==> src/rtl/msort_ram.sv <==
// generic ram, one write port and two registered read ports
`default_nettype none
module msort_ram #(
  parameter int DEPTH = 64,
  parameter int WIDTH = 32
) (
  input  wire logic                     clk,
  input  wire logic                     we,
  input  wire logic [$clog2(DEPTH)-1:0] waddr,
  input  wire logic [WIDTH-1:0]         wdata,
  input  wire logic [$clog2(DEPTH)-1:0] raddr_a,
  input  wire logic [$clog2(DEPTH)-1:0] raddr_b,
  output logic      [WIDTH-1:0]         rdata_a,
  output logic      [WIDTH-1:0]         rdata_b
);

  logic [WIDTH-1:0] mem [DEPTH];

  always_ff @(posedge clk) begin
    if (we) begin
      mem[waddr] <= wdata;
    end
  end

  always_ff @(posedge clk) begin
    rdata_a <= mem[raddr_a];
    rdata_b <= mem[raddr_b];
  end

endmodule
`default_nettype wire

==> config.mk <==
export PLATFORM = sky130hd
export DESIGN_NAME = msort_ram
export DESIGN_NICKNAME = d
export VERILOG_FILES = /design/src/rtl/msort_ram.sv
export SDC_FILE = /design/constraint.sdc
export NUM_CORES = 2
export LEC_CHECK = 0
export BUFFER_PORTS_ARGS = -buffer_cell sky130_fd_sc_hd__buf_2
export CORE_MARGIN = 2
export CORE_UTILIZATION = 55
export DETAILED_ROUTE_END_ITERATION = 7
export PLACE_DENSITY = 0.75
export SLEW_MARGIN = 20
export SYNTH_ARGS = -nofsm -noshare
export SYNTH_HDL_FRONTEND = slang
export SYNTH_SLANG_ARGS = --single-unit
export TNS_END_PERCENT = 50
==> constraint.sdc <==
create_clock -name clk -period 4.1 [get_ports clk]
set_input_delay 0.41 -clock clk [delete_from_list [all_inputs] [get_ports clk]]
set_output_delay 0.41 -clock clk [all_outputs]
set_load 0.005 [all_outputs]
* Word level (Yosys, flattened, before mapping)
Memory sizes are Yosys's and may differ from the RTL's. A register that Yosys moved wholly into a read port is not among the register bits.
Cells that the tools add are included.
** Cells by class
- Shifts and indexed selects :: 0
- Add/subtract/negate cells :: 0
- Multiply operators :: 0
- Magnitude comparators :: 0
- Reduce and logical (&&, ||, !) cells :: 0
- Div/mod/pow operators :: 0
- Mux-type cells :: 2
- Eq/ne operators :: 0
- Bitwise logic cells :: 0
** Operators with widths (number)
- $mux 1 :: 2
** Storage, ports and cells
- Bits in read-only memories :: 0
- Flip-flop bits (word level) :: 0
- Memory bits (writable) :: 2048
- Bits in latches :: 0
- Output and inout port bits :: 64
- Input bits :: 52
- Memories :: 1
** Memories
- mem :: depth 64, width 32, read ports 2, clocked after memory_dff 2, write ports 1, line 17 : logic [WIDTH-1:0] mem [DEPTH];

* Depth between registers and ports, before layout
- Depth after elaboration :: 2
- Depth in mapped cells :: 10
- Depth with buffers taken out :: 5

* Worst setup path before layout
OpenSTA, ideal clock, no wires.
- Path kind :: input port to flip-flop
- Start :: in waddr[3]
- End :: mem mem[48][0], enable pin
- Buffers on the path :: 1
- Required time :: 3.639 ns
- Setup slack :: 0.499 ns
- Stages on the path :: 4
- Arrival :: 3.140 ns
- Path through :: clkbuf_1 nor2b_1 nand4b_1 nor3_1
** RTL lines
- start, declared :: line 9 : input wire logic [$clog2(DEPTH)-1:0] waddr,
- end, declared :: line 17
Straight into the memory's write port.

==> reports/qor.csv <==
stage;metric;value;unit
sta;post-route clock period utilization;0.6900;
synthesis;Synth Register Bits;2112;
flow_run;Max-cap violations;0;
placement;port bufs;115;
synthesis;Yosys warnings;0;
synthesis;Async SR Flop Fraction;0;
outcome;status;finished clean;
global_routing;GRT met1 Usage;0.4374;
die;die height;421.0;um
global_routing;vias in the first global route;52900;
sta;minimum clock period;2829;ps
route;post-route ant nets;0;
synthesis;sequential share of the synthesized area;0.6563;
pwr;Overall Power;47.08;mW
global_routing;GRT Total Usage;0.3228;
sta;RSZ-0062 raised after global routing;false;
global_routing;first-pass GRT wire length;401000;um
clocking;worst skew pair latency;860;ps
synthesis;synthesized cell area;0.09566;mm^2
route;initial DRC count;8406;
clocking;Num CTS Buffers;204;
synthesis;Post-synth EDFFs;2048;
sta;final setup TNS;0;ps
worst_setup_path;Worst Path Required;4790;ps
sta;worst slew pin tran;1106;ps
pwr;leak pwr;33.75;nW
global_routing;largest net degree at the start of global routing;90;
placement;hpwl dp;164000;um
worst_setup_path;startpoint types;input pin;
route;drt wl/cell;39.96;um
synthesis;post-synthesis cell count;4412;
route;Via density;7.441;
sta;headroom to the max-slew limit;0.2626;
global_routing;GR Util met2;0.4927;
die;core area;0.1732;mm^2
die;die area;0.1773;mm^2
sta;skew final;27.82;ps
cells_and_area;layout cell share with drive strength beyond 1;0.3917;
sta;Setup-failing EPs final;0;
clocking;clock sinks;2112;
clocking;# Post-CTS Setup Buffers;0;
pwr;pwr dens;438.8;mW/mm^2
clocking;Clock Path Buffers;3;
die;Starting Density;0.5522;
clocking;clock slew at reported path FFs;60;ps
sta;fmax;353.5;MHz
pwr;maximum VDD drop;0.0005180;V
die;I/O Pins;116;
die;Die X;421.0;um
worst_setup_path;critical path class;in2reg;
global_routing;met3 Use GR;0.09805;
cells_and_area;final net count;4669;
worst_setup_path;Reg2Reg Setup Slack;1800;ps
global_routing;gr busiest metal;met2;
global_routing;GRT overflow;0;
synthesis;Post-Synthesis Mean Instance Area;21.68;um^2
route;Pre-antenna DRT Iters;6;
sta;Final Hold Vio Count;0;
worst_setup_path;CP endpoint kind;flop;
worst_setup_path;worst-path maximum fanout;39;
clocking;CTS Root Cell;clkbuf_16;
die;row count;153;
route;Vias;53030;
synthesis;count of different cell masters after synthesis;38;
worst_hold_path;hold crit path type;in2reg;
global_routing;initial antenna violation count;20;
clocking;H-tree levels;4;
worst_setup_path;worst path arrival time;3510;ps
synthesis;Net Count, Synth;4464;
synthesis;ys flop type;edfxtp_1;
route;DRC violations left;0;
cells_and_area;P&R area growth vs syn;12.17;%
route;Total Routed Length;284800;um
placement;GP Congestion;0.8627;
sta;Final Max Tran Viols;0;
clocking;CTS tree;yes;
==> final cells by class <==
| cell class | instances | area (um^2) |
|---|---|---|
| Inverter | 1 | 3.754 |
| Fill cell | 11450 | 65950 |
| Sequential cell | 2112 | 62780 |
| Clock inverter | 118 | 1232 |
| Multi-Input combinational cell | 1952 | 31650 |
| Clock buffer | 263 | 5545 |
| Tap cell | 2325 | 2909 |
| Timing Repair Buffer | 346 | 3157 |
| Antenna cell | 10 | 25.02 |
==> worst paths after layout <==
kind	start	end	depth (start not counted)
max	raddr_b[0]	rdata_b[8]$_DFF_P_	7
min	wdata[12]	mem[62][12]$_DFFE_PP_	1
max reg2reg	mem[7][20]$_DFFE_PP_	rdata_a[20]$_DFF_P_	5
min reg2reg	mem[14][30]$_DFFE_PP_	rdata_b[30]$_DFF_P_	4
==> cells in the mapped netlist, drive strengths merged, types with 6 or more instances <==
cell,instances,area (um^2)
a32oi,9,78.83
nor2b,19,118.9
o221ai,16,140.1
a21oi,58,290.3
a22oi,85,638.1
mux2i,204,2042
nand2b,8,50.05
mux4,1124,25310
mux2,36,405.4
a211oi,15,112.6
nand3,9,45.04
and2,6,37.54
buf,212,1236
nand2,93,349.1
o32a,9,90.09
o21ai,49,245.2
clkbuf,135,506.7
nor2,94,352.8
edfxtp,2048,61500
o211ai,27,202.7
dfxtp,64,1281
nand3b,6,45.04
a221oi,13,113.9
o22ai,56,350.3
==> report_power, final <==
part / switching [mW] / internal, mW / total [mW]
registers: 0.175 / 23.9 / 24.1
clock network: 8.08 / 11.1 / 19.2
logic: 2.22 / 1.62 / 3.84
==> metal layers <==
| metal | up-vias | routed length, um |
|---|---|---|
| li1 | 19960 | - |
| met1 | 28010 | 97020 |
| met2 | 4298 | 132500 |
| met3 | 761 | 40790 |
| met4 | 6 | 14450 |
| met5 | - | 49 |
==> per-stage QoR <==
stage	area, um^2	hold WS, ps	setup WS [ps]	instances	util
3_5_place_dp	100400	786.7	532.5	6733	0.5794
6_report	107300	84.20	1271	7127	0.6193
2_1_floorplan	95660	508.9	499.2	4412	-
5_1_grt	107300	97.68	1164	7122	0.6193
3_3_place_gp	100400	786.4	511.6	6733	0.5794
4_1_cts	107200	39.82	1436	7114	0.6185
==> sequential cells by signal, indices dropped and copies added (netlist names) <==
register  count
rdata_a      32
rdata_b      32
mem        2048
==> critical path, stage by stage <==
cell	delay, ps
buf_8	370
buf_12	360
buf_4	420
mux4_2	550
mux2_2	280
o211ai_1	840
a21oi_1	140
==> logic make-up after synthesis <==
group / share of synthesized area
buffers and inverters: 0.01826
AOI/OAI and AO/OA: 0.02392
DFF: 0.6563
and+or+nand+nor: 0.01133
muxes: 0.2902
==> timing repair <==
item / CTS / global route
gates resized for setup: 0 / 0
hold buffers: 0 / 1
hold endpoints to repair: 0 / 16
==> cells in the final DEF (no fill, tap or decap), types with 18 or more instances in the layout <==
master | Yosys | layout
bufinv_16 | 0 | 25
nand2_1 | 93 | 92
o22ai_1 | 56 | 56
buf_4 | 55 | 202
clkinv_1 | 0 | 41
mux4_2 | 1124 | 1124
a22oi_1 | 85 | 85
buf_12 | 0 | 55
mux2i_1 | 204 | 204
clkbuf_16 | 0 | 211
o21ai_0 | 18 | 18
mux2_2 | 36 | 36
buf_2 | 121 | 80
clkinv_2 | 0 | 39
dfxtp_1 | 64 | 64
a21oi_1 | 58 | 58
o21ai_1 | 31 | 31
nor2_1 | 94 | 31
nor2_4 | 0 | 63
clkbuf_1 | 135 | 45
edfxtp_1 | 2048 | 2048
o211ai_1 | 27 | 27
(Power assumes the default switching activity.)
